<file path="src/rtl/aps_pkg.sv">
`timescale 1ns / 1ps

package aps_pkg;

    // Field widths
    localparam int ID_W          = 8;
    localparam int TIME_W        = 16;
    localparam int PRIO_W        = 16;
    localparam int DEF_MAX_PROCS = 8;

    // Command codes
    localparam logic CMD_ADD  = 1'b0;
    localparam logic CMD_TICK = 1'b1;

    // Result status codes
    typedef enum logic [2:0] {
        STAT_RAN       = 3'd0,
        STAT_FINISHED  = 3'd1,
        STAT_IDLE_TICK = 3'd2,
        STAT_ADDED     = 3'd3,
        STAT_FULL      = 3'd4
    } t_status;

    // Input request
    typedef struct packed {
        logic                     cmd;
        logic [ID_W-1:0]          proc_id_in;
        logic [TIME_W-1:0]        need_time_in;
        logic signed [PRIO_W-1:0] priority_in;
    } t_in_req;

    // Result request
    typedef struct packed {
        t_status                  status;
        logic [ID_W-1:0]          proc_id_out;
        logic [TIME_W-1:0]        remaining_out;
        logic signed [PRIO_W-1:0] priority_out;
        logic [TIME_W-1:0]        cpu_used_out;
        logic [TIME_W-1:0]        turnaround_out;
    } t_out_res;

    // One process record, in the queue or running
    typedef struct packed {
        logic [ID_W-1:0]          id;
        logic [TIME_W-1:0]        need;
        logic signed [PRIO_W-1:0] prio;
        logic [TIME_W-1:0]        cpu;
    } t_entry;

    localparam int ENTRY_W = $bits(t_entry);

    // Queue commands from the sequencer, one-cycle pulses
    typedef struct packed {
        logic ins;
        logic pop;
        logic peek;
    } t_q_req;

    // Queue status back to the sequencer
    typedef struct packed {
        logic done;
        logic empty;
        logic full;
    } t_q_rsp;

    // Top-level sequencer states
    typedef enum logic [3:0] {
        ST_IDLE,
        ST_INS_ISSUE,
        ST_INS_WAIT,
        ST_DISP,
        ST_RUN,
        ST_PRE,
        ST_EMIT
    } t_state;

    // Insertion engine states
    typedef enum logic [1:0] {
        INS_IDLE,
        INS_START,
        INS_CMP,
        INS_LAST
    } t_ins_state;

endpackage

</file>
<file path="src/rtl/aging_priority_scheduler_core.sv">
`timescale 1ns / 1ps

// Priority scheduler with aging.
// Input channel: i_in_valid / o_in_stall carry one request (add a process or
// advance one tick). Output channel: o_out_valid / i_out_stall carry exactly
// one result per request, in request order.
// One request is worked at a time; o_in_stall is high from acceptance until
// the result is loaded into the output register.
// An add into a full queue goes straight to its result; any other add is
// placed by a walk from the tail. A tick with nothing running and an empty
// queue is an idle tick; a tick may dispatch the queue head first, and
// preemption adds the reinsertion walk. The walk is one entry per cycle,
// set by the one queue RAM read port and the one priority comparator. The
// next request is taken in the cycle after the result is loaded.
// The output register frees the sequencer: a new request is taken while a
// result waits. If i_out_stall holds the result, the next result waits in
// its final state, and o_in_stall stays high.
// Reset (i_rst_n low, synchronous) empties the queue, clears the running
// slot and the tick counter; queue storage itself is not cleared.
module aging_priority_scheduler_core #(
    parameter int MAX_PROCS = aps_pkg::DEF_MAX_PROCS
) (
    input  logic              i_clk,
    input  logic              i_rst_n,
    input  logic              i_in_valid,
    output logic              o_in_stall,
    input  aps_pkg::t_in_req  i_in_req,
    output logic              o_out_valid,
    input  logic              i_out_stall,
    output aps_pkg::t_out_res o_out_res
);

    aps_pkg::t_state   r_state, n_state;
    logic              r_run_valid, n_run_valid;
    aps_pkg::t_entry   r_run, n_run;
    logic [aps_pkg::TIME_W-1:0] r_elapsed, n_elapsed;
    aps_pkg::t_entry   r_ins, n_ins;
    aps_pkg::t_out_res r_res, n_res;
    aps_pkg::t_out_res r_out, n_out;
    logic              r_out_valid, n_out_valid;

    aps_pkg::t_q_req q_req;
    aps_pkg::t_q_rsp q_rsp;
    aps_pkg::t_entry q_head;

    logic            in_acc;
    logic            emit_go;
    aps_pkg::t_entry upd;

    assign in_acc  = i_in_valid && (r_state == aps_pkg::ST_IDLE);
    assign emit_go = (r_state == aps_pkg::ST_EMIT) && (!r_out_valid || !i_out_stall);

    // Age the running process by one tick, with saturation
    always_comb begin
        upd      = r_run;
        upd.cpu  = (r_run.cpu == '1) ? r_run.cpu : r_run.cpu + 1'b1;
        upd.need = (r_run.need == '0) ? r_run.need : r_run.need - 1'b1;
        upd.prio = (r_run.prio == {1'b1, {(aps_pkg::PRIO_W-1){1'b0}}}) ?
                   r_run.prio : r_run.prio - {{(aps_pkg::PRIO_W-1){1'b0}}, 1'b1};
    end

    // Next state
    always_comb begin
        n_state = r_state;
        unique case (r_state)
            aps_pkg::ST_IDLE: begin
                if (in_acc) begin
                    if (i_in_req.cmd == aps_pkg::CMD_ADD) begin
                        n_state = q_rsp.full ? aps_pkg::ST_EMIT : aps_pkg::ST_INS_ISSUE;
                    end else if (r_run_valid) begin
                        n_state = aps_pkg::ST_RUN;
                    end else if (q_rsp.empty) begin
                        n_state = aps_pkg::ST_EMIT;
                    end else begin
                        n_state = aps_pkg::ST_DISP;
                    end
                end
            end
            aps_pkg::ST_INS_ISSUE: n_state = aps_pkg::ST_INS_WAIT;
            aps_pkg::ST_INS_WAIT: begin
                if (q_rsp.done) begin
                    n_state = aps_pkg::ST_EMIT;
                end
            end
            aps_pkg::ST_DISP: n_state = aps_pkg::ST_RUN;
            aps_pkg::ST_RUN: begin
                if (upd.need == '0 || q_rsp.empty) begin
                    n_state = aps_pkg::ST_EMIT;
                end else begin
                    n_state = aps_pkg::ST_PRE;
                end
            end
            aps_pkg::ST_PRE: begin
                n_state = (r_run.prio <= q_head.prio) ? aps_pkg::ST_INS_ISSUE
                                                      : aps_pkg::ST_EMIT;
            end
            aps_pkg::ST_EMIT: begin
                if (emit_go) begin
                    n_state = aps_pkg::ST_IDLE;
                end
            end
            default: n_state = aps_pkg::ST_IDLE;
        endcase
    end

    // Queue commands
    always_comb begin
        q_req = '0;
        unique case (r_state)
            aps_pkg::ST_IDLE: begin
                q_req.peek = in_acc && (i_in_req.cmd == aps_pkg::CMD_TICK) &&
                             !r_run_valid && !q_rsp.empty;
            end
            aps_pkg::ST_INS_ISSUE: q_req.ins = 1'b1;
            aps_pkg::ST_DISP:      q_req.pop = 1'b1;
            aps_pkg::ST_RUN:       q_req.peek = (upd.need != '0) && !q_rsp.empty;
            aps_pkg::ST_PRE:       q_req.pop = (r_run.prio <= q_head.prio);
            default:               q_req = '0;
        endcase
    end

    // Datapath updates
    always_comb begin
        n_run_valid = r_run_valid;
        n_run       = r_run;
        n_elapsed   = r_elapsed;
        n_ins       = r_ins;
        n_res       = r_res;
        n_out       = r_out;
        n_out_valid = r_out_valid;
        if (o_out_valid && !i_out_stall) begin
            n_out_valid = 1'b0;
        end
        unique case (r_state)
            aps_pkg::ST_IDLE: begin
                if (in_acc) begin
                    n_res = '0;
                    if (i_in_req.cmd == aps_pkg::CMD_ADD) begin
                        n_ins.id   = i_in_req.proc_id_in;
                        n_ins.need = i_in_req.need_time_in;
                        n_ins.prio = i_in_req.priority_in;
                        n_ins.cpu  = '0;
                        n_res.proc_id_out = i_in_req.proc_id_in;
                        if (q_rsp.full) begin
                            n_res.status = aps_pkg::STAT_FULL;
                        end else begin
                            n_res.status        = aps_pkg::STAT_ADDED;
                            n_res.remaining_out = i_in_req.need_time_in;
                            n_res.priority_out  = i_in_req.priority_in;
                        end
                    end else begin
                        n_elapsed    = (r_elapsed == '1) ? r_elapsed : r_elapsed + 1'b1;
                        n_res.status = aps_pkg::STAT_IDLE_TICK;
                    end
                end
            end
            aps_pkg::ST_DISP: begin
                // take the queue head into the running slot
                n_run       = q_head;
                n_run_valid = 1'b1;
            end
            aps_pkg::ST_RUN: begin
                n_run               = upd;
                n_res.proc_id_out   = upd.id;
                n_res.remaining_out = upd.need;
                n_res.priority_out  = upd.prio;
                n_res.cpu_used_out  = upd.cpu;
                if (upd.need == '0) begin
                    n_res.status         = aps_pkg::STAT_FINISHED;
                    n_res.turnaround_out = r_elapsed;
                    n_run_valid          = 1'b0;
                end else begin
                    n_res.status         = aps_pkg::STAT_RAN;
                    n_res.turnaround_out = '0;
                end
            end
            aps_pkg::ST_PRE: begin
                // preempt: head runs, old process goes back to the queue
                if (r_run.prio <= q_head.prio) begin
                    n_ins = r_run;
                    n_run = q_head;
                end
            end
            aps_pkg::ST_EMIT: begin
                if (emit_go) begin
                    n_out       = r_res;
                    n_out_valid = 1'b1;
                end
            end
            default: n_run_valid = r_run_valid;
        endcase
    end

    // Advance control state
    always_ff @(posedge i_clk) begin
        if (!i_rst_n) begin
            r_state     <= aps_pkg::ST_IDLE;
            r_run_valid <= 1'b0;
            r_run       <= '0;
            r_elapsed   <= '0;
            r_out_valid <= 1'b0;
        end else begin
            r_state     <= n_state;
            r_run_valid <= n_run_valid;
            r_run       <= n_run;
            r_elapsed   <= n_elapsed;
            r_out_valid <= n_out_valid;
        end
    end

    // Hold payload
    always_ff @(posedge i_clk) begin
        r_ins <= n_ins;
        r_res <= n_res;
        r_out <= n_out;
    end

    aps_queue #(
        .MAX_PROCS(MAX_PROCS)
    ) u_queue (
        .i_clk     (i_clk),
        .i_rst_n   (i_rst_n),
        .i_req     (q_req),
        .i_entry   (r_ins),
        .o_rsp     (q_rsp),
        .o_rd_data (q_head)
    );

    assign o_in_stall  = (r_state != aps_pkg::ST_IDLE);
    assign o_out_valid = r_out_valid;
    assign o_out_res   = r_out;

    // Dispatch only from a non-empty queue
    a_disp_nonempty: assert property (@(posedge i_clk) disable iff (!i_rst_n)
        (r_state == aps_pkg::ST_DISP) |-> !q_rsp.empty)
        else $error("dispatch from empty queue");

    // Aging always acts on a running process
    a_run_valid: assert property (@(posedge i_clk) disable iff (!i_rst_n)
        (r_state == aps_pkg::ST_RUN) |-> r_run_valid)
        else $error("tick with nothing running");

    // Tick counter never goes backward
    a_elapsed_mono: assert property (@(posedge i_clk) disable iff (!i_rst_n)
        $past(i_rst_n) |-> r_elapsed >= $past(r_elapsed))
        else $error("tick counter decreased");

    // A result is loaded only into a free or draining output register
    a_out_load: assert property (@(posedge i_clk) disable iff (!i_rst_n)
        (r_state == aps_pkg::ST_EMIT && r_out_valid && i_out_stall)
        |=> (r_state == aps_pkg::ST_EMIT))
        else $error("result overwrote a stalled output");

endmodule

</file>
<file path="src/rtl/aps_ram.sv">
`timescale 1ns / 1ps

module aps_ram #(
    parameter int WIDTH = 8,
    parameter int DEPTH = 8
) (
    input  logic                     i_clk,
    input  logic                     i_wr_en,
    input  logic [$clog2(DEPTH)-1:0] i_wr_addr,
    input  logic [WIDTH-1:0]         i_wr_data,
    input  logic                     i_rd_en,
    input  logic [$clog2(DEPTH)-1:0] i_rd_addr,
    output logic [WIDTH-1:0]         o_rd_data
);

    logic [WIDTH-1:0] r_mem [DEPTH];
    logic [WIDTH-1:0] r_rd_data;

    // Write port, registered read port
    always_ff @(posedge i_clk) begin
        if (i_wr_en) begin
            r_mem[i_wr_addr] <= i_wr_data;
        end
        if (i_rd_en) begin
            r_rd_data <= r_mem[i_rd_addr];
        end
    end

    assign o_rd_data = r_rd_data;

endmodule

</file>
<file path="src/rtl/aps_queue.sv">
`timescale 1ns / 1ps

module aps_queue #(
    parameter int MAX_PROCS = aps_pkg::DEF_MAX_PROCS
) (
    input  logic            i_clk,
    input  logic            i_rst_n,
    input  aps_pkg::t_q_req i_req,
    input  aps_pkg::t_entry i_entry,
    output aps_pkg::t_q_rsp o_rsp,
    output aps_pkg::t_entry o_rd_data
);

    localparam int AW = $clog2(MAX_PROCS);
    localparam int CW = $clog2(MAX_PROCS + 1);

    aps_pkg::t_ins_state r_state, n_state;
    logic [AW-1:0]       r_head, n_head;
    logic [CW-1:0]       r_count, n_count;
    logic [CW-1:0]       r_k, n_k;
    aps_pkg::t_entry     r_entry, n_entry;

    logic            wr_en;
    logic [AW-1:0]   wr_addr;
    aps_pkg::t_entry wr_data;
    logic            rd_en;
    logic [AW-1:0]   rd_addr;
    aps_pkg::t_entry rd_data;
    logic            done;

    // Map a queue position to a RAM address, ring wraps at the depth
    function automatic logic [AW-1:0] f_phys(input logic [AW-1:0] head,
                                             input logic [CW-1:0] ofs);
        logic [AW+1:0] sum;
        sum = {2'b00, head} + {{(AW+2-CW){1'b0}}, ofs};
        if (sum >= (AW+2)'(MAX_PROCS)) begin
            sum = sum - (AW+2)'(MAX_PROCS);
        end
        return sum[AW-1:0];
    endfunction

    // Insert walks from the tail toward the head, one entry per cycle
    always_comb begin
        n_state = r_state;
        n_head  = r_head;
        n_count = r_count;
        n_k     = r_k;
        n_entry = r_entry;
        wr_en   = 1'b0;
        wr_addr = f_phys(r_head, r_k);
        wr_data = r_entry;
        rd_en   = 1'b0;
        rd_addr = r_head;
        done    = 1'b0;
        unique case (r_state)
            aps_pkg::INS_IDLE: begin
                if (i_req.peek) begin
                    rd_en = 1'b1;
                end
                if (i_req.pop) begin
                    n_head  = f_phys(r_head, CW'(1));
                    n_count = r_count - CW'(1);
                end
                if (i_req.ins) begin
                    n_entry = i_entry;
                    n_k     = r_count;
                    n_state = aps_pkg::INS_START;
                end
            end
            aps_pkg::INS_START: begin
                if (r_k == '0) begin
                    wr_en   = 1'b1;
                    done    = 1'b1;
                    n_count = r_count + CW'(1);
                    n_state = aps_pkg::INS_IDLE;
                end else begin
                    rd_en   = 1'b1;
                    rd_addr = f_phys(r_head, r_k - CW'(1));
                    n_state = aps_pkg::INS_CMP;
                end
            end
            aps_pkg::INS_CMP: begin
                wr_en = 1'b1;
                if (rd_data.prio >= r_entry.prio) begin
                    // stop behind an entry of greater or equal priority
                    done    = 1'b1;
                    n_count = r_count + CW'(1);
                    n_state = aps_pkg::INS_IDLE;
                end else begin
                    // move the entry one place toward the tail
                    wr_data = rd_data;
                    if (r_k == CW'(1)) begin
                        n_state = aps_pkg::INS_LAST;
                    end else begin
                        rd_en   = 1'b1;
                        rd_addr = f_phys(r_head, r_k - CW'(2));
                        n_k     = r_k - CW'(1);
                    end
                end
            end
            aps_pkg::INS_LAST: begin
                wr_en   = 1'b1;
                wr_addr = r_head;
                done    = 1'b1;
                n_count = r_count + CW'(1);
                n_state = aps_pkg::INS_IDLE;
            end
            default: n_state = aps_pkg::INS_IDLE;
        endcase
    end

    // Advance control state
    always_ff @(posedge i_clk) begin
        if (!i_rst_n) begin
            r_state <= aps_pkg::INS_IDLE;
            r_head  <= '0;
            r_count <= '0;
        end else begin
            r_state <= n_state;
            r_head  <= n_head;
            r_count <= n_count;
        end
    end

    // Hold insert payload
    always_ff @(posedge i_clk) begin
        r_k     <= n_k;
        r_entry <= n_entry;
    end

    aps_ram #(
        .WIDTH(aps_pkg::ENTRY_W),
        .DEPTH(MAX_PROCS)
    ) u_ram (
        .i_clk     (i_clk),
        .i_wr_en   (wr_en),
        .i_wr_addr (wr_addr),
        .i_wr_data (wr_data),
        .i_rd_en   (rd_en),
        .i_rd_addr (rd_addr),
        .o_rd_data (rd_data)
    );

    assign o_rsp.done  = done;
    assign o_rsp.empty = (r_count == '0);
    assign o_rsp.full  = (r_count == CW'(MAX_PROCS));
    assign o_rd_data   = rd_data;

    // Insert only into a queue with room, while the engine is free
    a_ins_room: assert property (@(posedge i_clk) disable iff (!i_rst_n)
        i_req.ins |-> (!o_rsp.full && r_state == aps_pkg::INS_IDLE))
        else $error("insert into full or busy queue");

    // Count never exceeds the depth
    a_count_max: assert property (@(posedge i_clk) disable iff (!i_rst_n)
        r_count <= CW'(MAX_PROCS))
        else $error("queue count overflow");

    // A finished insert adds exactly one entry
    a_ins_count: assert property (@(posedge i_clk) disable iff (!i_rst_n)
        done |=> r_count == $past(r_count) + CW'(1))
        else $error("insert count mismatch");

endmodule
</file>
<file path="config.mk">
export PLATFORM = sky130hd
export DESIGN_NAME = aging_priority_scheduler_core
export DESIGN_NICKNAME = d
export VERILOG_FILES = /design/src/rtl/aps_pkg.sv /design/src/rtl/aging_priority_scheduler_core.sv /design/src/rtl/aps_ram.sv /design/src/rtl/aps_queue.sv
export SDC_FILE = /design/constraint.sdc
export NUM_CORES = 1
export LEC_CHECK = 0
export ABC_AREA = 1
export BUFFER_PORTS_ARGS = -buffer_cell sky130_fd_sc_hd__buf_4
export CORE_ASPECT_RATIO = 0.7
export CORE_UTILIZATION = 40
export CTS_BUF_LIST = sky130_fd_sc_hd__clkbuf_8
export DETAILED_ROUTE_END_ITERATION = 10
export PLACE_DENSITY_LB_ADDON = 0.05
export SETUP_SLACK_MARGIN = 0.1
export SLEW_MARGIN = 30
export SYNTH_ARGS = -nofsm -noshare
export SYNTH_HDL_FRONTEND = slang
export SYNTH_SLANG_ARGS = --single-unit
export TNS_END_PERCENT = 100
</file>
<file path="constraint.sdc">
create_clock -name i_clk -period 13.94 [get_ports i_clk]
set_clock_uncertainty 0.2 [all_clocks]
set_input_delay 0.697 -clock i_clk [delete_from_list [all_inputs] [get_ports i_clk]]
set_output_delay 0.697 -clock i_clk [all_outputs]
set_load 0.05 [all_outputs]
</file>
-- Word-level counts from Yosys, hierarchy flattened
Memory sizes are Yosys's and may differ from the RTL's. A register that Yosys moved wholly into a read port is not among the register bits.
Cells that the tools add are included.
- register bits after elaboration: 353
- memory bits (writable): 448
- bits of input ports: 45
- output and inout port bits: 77
- logic and storage cells: 195
- memories: 1
- memories (name ; words ; bits a word ; rd ports ; clocked after Yosys merged registers in ; write ports ; line ; text):
    u_queue.u_ram.r_mem ; 8 ; 56 ; 1 ; 1 ; 1 ; aps_ram.sv:16 ; logic [WIDTH-1:0] r_mem [DEPTH];
- add/sub/neg operators: 16
- order comparisons: 6
- eq/ne operators: 27
- multiplexer cells: 70
- bitwise logic cells: 2
- reductions and logical operators: 41
- operator list (cell ; count):
    $mux 56 ; 6
    $pmux 56 s3 ; 1
    $pmux 75 s2 ; 1
    $pmux 56 s2 ; 1
    $mux 75 ; 1
    $mux 16 ; 4
    $eq 16x16->1 const B ; 3
    $mux 3 ; 15
    $mux 40 ; 1
    $mux 4 ; 9
    $add 16x1->16 const B ; 2
    $logic_not 16->1 ; 2
    $mux 32 ; 1
    $sub 16x1->16 const B ; 2
    $pmux 4 s7 ; 1
    $ne 2x2->1 const B ; 9
    $ge 16x16->1 ; 1
    $le 16x16->1 ; 1
    $pmux 4 s4 ; 1
    $reduce_bool 16->1 ; 1
    $add 3x4->5 ; 3
    $ge 5x4->1 const B ; 3
    $mux 1 ; 14
    $reduce_and 2->1 ; 7
    other kinds (32) ; 72

-- Longest topological paths before layout
Gate-level depths: netlist of run 1.
- word-level depth: 8
- gate-level depth with buffers: 24

-- Cells and area by module
A second synthesis of run 1 with hierarchy kept.
- cell total of the unflattened synthesis: 3786
- area total of the unflattened synthesis: 37928.9 sq um
- modules (own cells, without submodules) (module ; times used ; cells an instance ; area each (sq um) ; sequential area each (sq um)):
    aps_ram ; 1 ; 2010 ; 21260.4 ; 15134.5
    aging_priority_scheduler_core ; 1 ; 1317 ; 12673.4 ; 7727.4
    aps_queue ; 1 ; 459 ; 3995.1 ; 1981.9

-- Worst setup path before layout of run 1
OpenSTA, ideal clock, no wires.
- path kind: reg2reg
- start point: register u_queue.r_state[0]
- end point: register u_queue.r_k[0] (enable)
- setup time: 0.339 ns
- arrival time: 6.782 ns
- data required time: 13.401 ns
- path slack: 6.619 ns
- stages on the path, launching flop included: 8
- path buffers: 1
- path through: dfxtp_1 > inv_1 > ha_1 > clkbuf_1 > inv_1 > nor4_1 > nor2_1 > nor2_1
- word-level cells in the longest chain between the ends: 3
- elaborated cells between the ends (all ways): 7
- ends and longest elaborated chain (item ; line ; text):
    from (decl) ; aps_queue.sv:17 ; aps_pkg::t_ins_state r_state, n_state;
    from (signal assigned) ; aps_queue.sv:115 ; r_state <= aps_pkg::INS_IDLE;
    from (signal assigned) ; aps_queue.sv:119 ; r_state <= n_state;
    $eq 2x2->1 or $logic_not 2->1 (tied branches) ; aps_queue.sv:55 ; unique case (r_state)
    $ne 2x2->1 (no source line) or $reduce_bool 2->1 (tied branches) ; -- ;
    $reduce_and 4->1 (no source line) (*) ; -- ;
    to (signal assigned) ; aps_queue.sv:127 ; r_k <= n_k;
    to (decl) ; aps_queue.sv:20 ; logic [CW-1:0] r_k, n_k;
Mark *: on every way between the ends. The rest lies on a longest branch, timed or not.
A chain may end at the register's enable or synchronous reset.

-- Worst setup path after layout of run 1
- start point: register u_queue.u_ram.r_rd_data[31] (netlist: u_queue.u_ram.o_rd_data[31]) (read register of u_queue.u_ram.r_mem)
- end point: register u_queue.u_ram.r_rd_data[26] (netlist: u_queue.u_ram.o_rd_data[26]) (read register of u_queue.u_ram.r_mem) (data pin)
- word-level cells in the longest chain between the ends: 3
- elaborated cells between the ends (all ways): 5
- ends and longest elaborated chain (item ; line ; text):
    from (decl) ; aps_ram.sv:17 ; logic [WIDTH-1:0] r_rd_data;
    $ge 16x16->1 (*) ; aps_queue.sv:84 ; if (rd_data.prio >= r_entry.prio) begin
    $mux 1 or $mux 3 (tied branches) ; aps_queue.sv:84 ;
    $pmux 1 s3 or $pmux 3 s2 (tied branches) ; aps_queue.sv:55 ;
Marks and branches as above.

==> results.cfg, run 1 <==
[status]
status = complete, but fails checks
violations = design-rule violations

[pwr]
pwr_density_cell_mw_per_mm2 = 199
p_comb_frac = 0.328
p_int_mw = 5.23
power_frac_seq = 0.439
p_leak_nw = 18.0
p_sw_frac = 0.386
clock_power_share = 0.232
power.total_mw = 8.52
ir_drop_v = 0.000109
switching_power_mw = 3.29

[critical_path]
reg2reg_to = u_queue.u_ram.o_rd_data[26]$_DFFE_PP_
cp.arrival_ns = 5.27
regToRegSetupSlack_ns = 9.02
ff2ff_path_depth = 17
cp_max_fo = 85
reg2reg_from = u_queue.u_ram.o_rd_data[31]$_DFFE_PP_
start_kind = flip-flop
crit_type = reg2reg
crit_required_ns = 14.29
crit_path_end_kind = flip-flop

[yosys]
synth-edff-count = 770
ys_seq_area_frac = 0.657
syn_inst = 3662
netlist_area_mm2 = 0.0378
synth_warnings = 0
avgSynthCellArea_um2 = 10.3
syn_nets = 3760
yosys_most_used_dff = edfxtp_1
ys_seq_elements = 856
synth_cell_type_count = 46
async_reset_ff_frac = 0

[global_route]
grt_pass1_vias = 25700
antenna_found_initial = 2
grt_pass1_wl_um = 155000
track_usage = 0.215
overflow = 0
grt_max_degree = 145

[sta]
tightest_slew_ns = 0.984
maxSlewHeadroom = 0.337
finalCriticalPeriod_ns = 4.92
fin_setup_tns_ns = 0
final-max-slew-violation-count = 0
whs_ns = 0.0704
setup_violations = 0
fin_crit_sh = 0.353
max_freq_ghz = 0.203
hold_viol = 0
rsz0062_at_grt = false

[detailed_routing]
drc_errors = 2
dr.max_layer_used = met4
routed_wl_um = 102000
drtAntennaViolNets = 0
vias_per_cell = 5.03
met2RoutedLength_um = 49000
drt_first_pass_iters = 8
met1Wirelength_um = 45500
avgRoutedWirePerCell_um = 19.7
via_count = 26000
wl_met3_um = 4700
drt-initial-drc-count = 1999

[finish]
multi_input_area_mm2 = 0.00983
final_cell_mix = edfxtp_1 (770), nand2_1 (752), inv_1 (715), nand3_1 (511), o21ai_0 (223)
area_growth_pct = 13.3
final_common_cell = edfxtp_1
ff_latch_area_mm2 = 0.0248
final.fill_count = 8656
nets = 3930
drive_gt1_frac = 0.102

[floorplan]
ios = 122
die_w_um = 370
dieArea_mm2 = 0.0959
coreArea_mm2 = 0.0929
die_y_um = 259
row_count = 93
start_util = 0.407

[clock_tree]
ctsResizeCount = 0
cts.sinks = 856
cts.path.max_buffers = 3
cts_buffers = 138
cts_root_buf = clkbuf_8
cts_tree = yes
path_clk_slew_ns = 0.06
ctsHtreeMaxLevel = 4
clkLatencyLatePin_ns = 0.83

[placed_design]
dp_hpwl_um = 60000
gp_congestion = 0.903
port_buffers = 121

[worst_hold_path]
worstHoldStart = i_in_req[30]
min_path_type = in2reg
min_to = r_res[62]$_DFFE_PP_
holdPathStages = 3

[flow_run]
drv.max_cap_violation_count = 0
[critical path, cell delays in order, from the launching register on]
cell and delay (ns):
edfxtp_1 0.45, ha_1 0.38, nand2_1 0.12, nor3_2 0.26, nand2_1 0.17, nand2_1 0.10
nand2_1 0.05, nand3_1 0.29, nor2_1 0.14, nor2_2 0.27, nand2_8 0.31, nand2_8 0.55
buf_4 0.78, nand2_1 0.13, nand3_1 0.11, nand2_1 0.07, nand2_1 0.05, nand2_1 0.06
[flip-flops by register name, summed over array words and instances (netlist names), 2 cells and up]
signal / cells
o_out_res: 75
r_elapsed: 16
r_state: 3
r_res: 75
u_queue.u_ram.o_rd_data: 56
r_run: 56
u_queue.r_k: 4
u_queue.r_state: 2
u_queue.r_entry: 56
u_queue.u_ram.r_mem: 448
r_ins: 56
u_queue.r_count: 4
u_queue.r_head: 3
[synthesized netlist by cell type (12+ instances only)]
library cell  instances  share of area
edfxtp_1            770           0.61
nand2_1             753          0.075
inv_1               662          0.066
nand3_1             511          0.068
o21ai_0             234          0.031
nor2_1              127          0.013
a21oi_1             116          0.015
dfxtp_1              86          0.045
buf_2                72         0.0095
clkbuf_1             56         0.0056
ha_1                 49          0.016
nor3_1               28         0.0037
buf_4                27         0.0054
mux2_2               27         0.0080
xor2_1               25         0.0058
nand4_1              24         0.0040
a31oi_1              15         0.0025
buf_1                13         0.0013
nor4_1               12         0.0020
[power groups by stage]
stage / registers (mW) / logic, mW / clock network (mW)
3_3_place_gp: 3.80 / 2.73 / 0
6_report: 3.74 / 2.79 / 1.98
4_1_cts: 3.75 / 2.79 / 2.05
5_1_grt: 3.78 / 3.14 / 2.15
2_1_floorplan: 3.75 / 1.91 / 0
3_5_place_dp: 3.80 / 2.77 / 0
[how the worst max path moves through the flow]
stage	cells after the start	from	slack, ns	to
2_1_floorplan	7	u_queue.r_state[0]$_SDFFE_PN0P_	6.62	u_queue.r_k[0]$_DFFE_PP_
3_3_place_gp	17	u_queue.u_ram.o_rd_data[31]$_DFFE_PP_	8.50	u_queue.u_ram.o_rd_data[23]$_DFFE_PP_
3_5_place_dp	17	u_queue.u_ram.o_rd_data[31]$_DFFE_PP_	8.42	u_queue.u_ram.o_rd_data[19]$_DFFE_PP_
4_1_cts	17	u_queue.u_ram.o_rd_data[31]$_DFFE_PP_	8.40	u_queue.u_ram.o_rd_data[26]$_DFFE_PP_
5_1_grt	17	u_queue.u_ram.o_rd_data[31]$_DFFE_PP_	8.64	u_queue.u_ram.o_rd_data[23]$_DFFE_PP_
6_report	17	u_queue.u_ram.o_rd_data[31]$_DFFE_PP_	9.02	u_queue.u_ram.o_rd_data[26]$_DFFE_PP_
[logic make-up after synthesis]
group / Yosys count / share of synthesized area
XOR/XNOR: 28 / 0.00648
adder cells (fa/ha/maj): 53 / 0.0183
AND/OR/NAND/NOR: 1473 / 0.168
AO/OA/AOI/OAI: 391 / 0.0540
buffers and inverters: 834 / 0.0882
flip-flops: 856 / 0.657
multiplexers: 27 / 0.00804
[per-layer routing]
| layer | GRT usage | vias up |
|---|---|---|
| met5 | 0 | - |
| met4 | 0.0888 | 0 |
| met3 | 0.0322 | 170 |
| met2 | 0.360 | 707 |
| met1 | 0.280 | 12600 |
| li1 | - | 12600 |
[area by class of cell]
class,instances,area share
diodes,4,0.000233
clock buffers,149,0.0478
clock inverters,95,0.00931
inverters,664,0.0583
multi-input cells,1972,0.229
flip-flops and latches,856,0.579
well taps,1235,0.0360
repair buffers,200,0.0396
[what timing repair did]
item                                   4_1_cts  5_1_grt
endpoints found under the hold margin       40        0
setup buffers                                0        0
hold buffers                                32        0
[metrics by stage]
stage | setup WS, ns | util | area (um^2) | cells
2_1_floorplan | 6.62 | - | 37800 | 3662
3_3_place_gp | 8.50 | 0.430 | 39900 | 4889
3_5_place_dp | 8.42 | 0.431 | 40000 | 4892
4_1_cts | 8.40 | 0.461 | 42800 | 5168
5_1_grt | 8.64 | 0.462 | 42900 | 5174
6_report | 9.02 | 0.462 | 42900 | 5175
Note: power is estimated with default switching activity, not from simulation.
==> run 2: changes to the inputs <==
- clock period: 13.94 -> 4.4 ns (I/O delays scaled with it)
==> run 2 against run 1 <==
Effect of this change:
- the run still ends with design-rule violations left
- sequential share of layout area decreased by 1.2 points
- power increased to 3.2 times the previous value
- first-iteration DRC count up 3.5%
- cell count increased by 1.1%
- critical path type unchanged
- largest cell class unchanged
==> results.cfg, run 2 (synthesis gave the netlist of run 1 again) <==
[sta]
fin_setup_tns_ns = 0
maxSlewHeadroom = 0.392
tightest_slew_ns = 0.902
worst_slack_ns = 0.413
setup_violations = 0
final-max-slew-violation-count = 0
finalCriticalPeriod_ns = 3.99
max_freq_ghz = 0.251
hold_viol = 0
whs_ns = 0.0709
rsz0062_at_grt = false
fin_crit_sh = 0.906

[pwr]
ir_drop_v = 0.000405
power.total_mw = 27.6
pwr_density_cell_mw_per_mm2 = 631
p_leak_nw = 18.4

[worst_hold_path]
worstHoldStart = i_in_req[32]
min_path_type = in2reg

[critical_path]
cp_max_fo = 103
crit_type = reg2reg
cp_top_family = simple AND/OR/NAND/NOR gates
reg2reg_from = u_queue.u_ram.o_rd_data[19]$_DFFE_PP_
cp.arrival_ns = 4.35
cpPeakStageDelay_ns = 0.45
cp.buffers_inverters = 2
cpMaxStageDelayCell = edfxtp_1
start_kind = flip-flop
regToRegSetupSlack_ns = 0.41
crit_required_ns = 4.76
cp_cell_sequence = ha_1 -> nand2_1 -> inv_1 -> nand2_1 -> nand2_1 -> nand2_1 -> nand2_1 -> nand2_1 -> nand2_1 -> nand2_1 -> nand3_1 -> nor2_1 -> nor2_2 -> nand2_8 -> buf_12 -> nand3_1 -> nand3_1 -> nand2_1 -> nand2_1 -> nand2_1
crit_path_end_kind = flip-flop
startpoint = u_queue.u_ram.o_rd_data[19]$_DFFE_PP_
crit_path_frequent_cell = nand2_1

[clock_tree]
cts_buffers = 139
cts_setup_buffers = 0
ctsHtreeMaxLevel = 4
postCtsHoldBufs = 48
cts.sinks = 856
ctsResizeCount = 0
cts_root_buf = clkbuf_8
clkLatencyLatePin_ns = 0.83
cts_tree = yes
cts.path.max_buffers = 3
path_clk_slew_ns = 0.06

[detailed_routing]
drtAntennaViolNets = 0
vias_per_cell = 5.00
drt_first_pass_iters = 11
avgRoutedWirePerCell_um = 19.7
drt-initial-drc-count = 2069
drc_errors = 5
via_count = 26200
routed_wl_um = 103000

[global_route]
grt_max_degree = 120
grt_pass1_wl_um = 156000
track_usage = 0.216
overflow = 0
antenna_found_initial = 2
grt_pass1_vias = 25900

[finish]
nets = 3986
largest_reg_flops = 448
final_cell_mix = edfxtp_1 (770), nand2_1 (752), inv_1 (716), nand3_1 (511), o21ai_0 (229)
final.fill_count = 8674
final_common_cell = edfxtp_1
largest_register = u_queue.u_ram.r_mem
area_growth_pct = 15.7
instances_no_fill = 5231
fin_util = 0.471
drive_gt1_frac = 0.111
final_area_mm2 = 0.0438

[floorplan]
die_w_um = 370
start_util = 0.407
coreArea_mm2 = 0.0929
dieArea_mm2 = 0.0959
die_y_um = 259
row_count = 93
ios = 122

[placed_design]
dpl_cell_area_mm2 = 0.0407
gp_congestion = 0.856
port_buffers = 121
dp_hpwl_um = 63800
dp.cells = 4934
post-place-ws_ns = 0.498

[flow_run]
drv.max_cap_violation_count = 0

[status]
violations = design-rule violations
status = complete, but fails checks
run 2: final cells by class:
| type | instances | area [um^2] | share of cell area |
|---|---|---|---|
| clock inverters | 95 | 424 | 0.00969 |
| flip-flops and latches | 856 | 24800 | 0.568 |
| inverters | 664 | 2490 | 0.0570 |
| clock buffers | 153 | 2110 | 0.0481 |
| well taps | 1235 | 1550 | 0.0353 |
| diodes | 1 | 2.50 | 0.0000572 |
| multi-input cells | 1972 | 9840 | 0.225 |
| repair buffers | 255 | 2510 | 0.0574 |
run 2: report_power, final:
part	leakage [nW]	internal (mW)	switching [mW]	total, mW
combinational	9.09	2.79	6.51	9.30
clock	1.50	3.24	3.20	6.44
sequential	7.75	11.0	0.906	11.9
total	18.4	17.0	10.6	27.6
run 2: tightest hold or removal path, cell delays in order:
cell           delay, ns
dlygate4sd3_1       0.52
buf_4               0.10
nand2_1             0.04
o21ai_0             0.08
run 2: per-layer routing:
layer  vias to the layer above  share of wire  GRT usage
met3                       149          0.042     0.0278
met1                     12700           0.45      0.289
met4                         0          0.020     0.0717
met5                         -              0          0
met2                       662           0.49      0.363
li1                      12700              -          -
run 2: final timing paths:
kind,cells past startpoint,end
min reg2reg,0,o_out_res[49]$_DFFE_PP_
max reg2reg,20,u_queue.u_ram.o_rd_data[21]$_DFFE_PP_
min,4,r_ins[48]$_DFFE_PP_
max,20,u_queue.u_ram.o_rd_data[21]$_DFFE_PP_
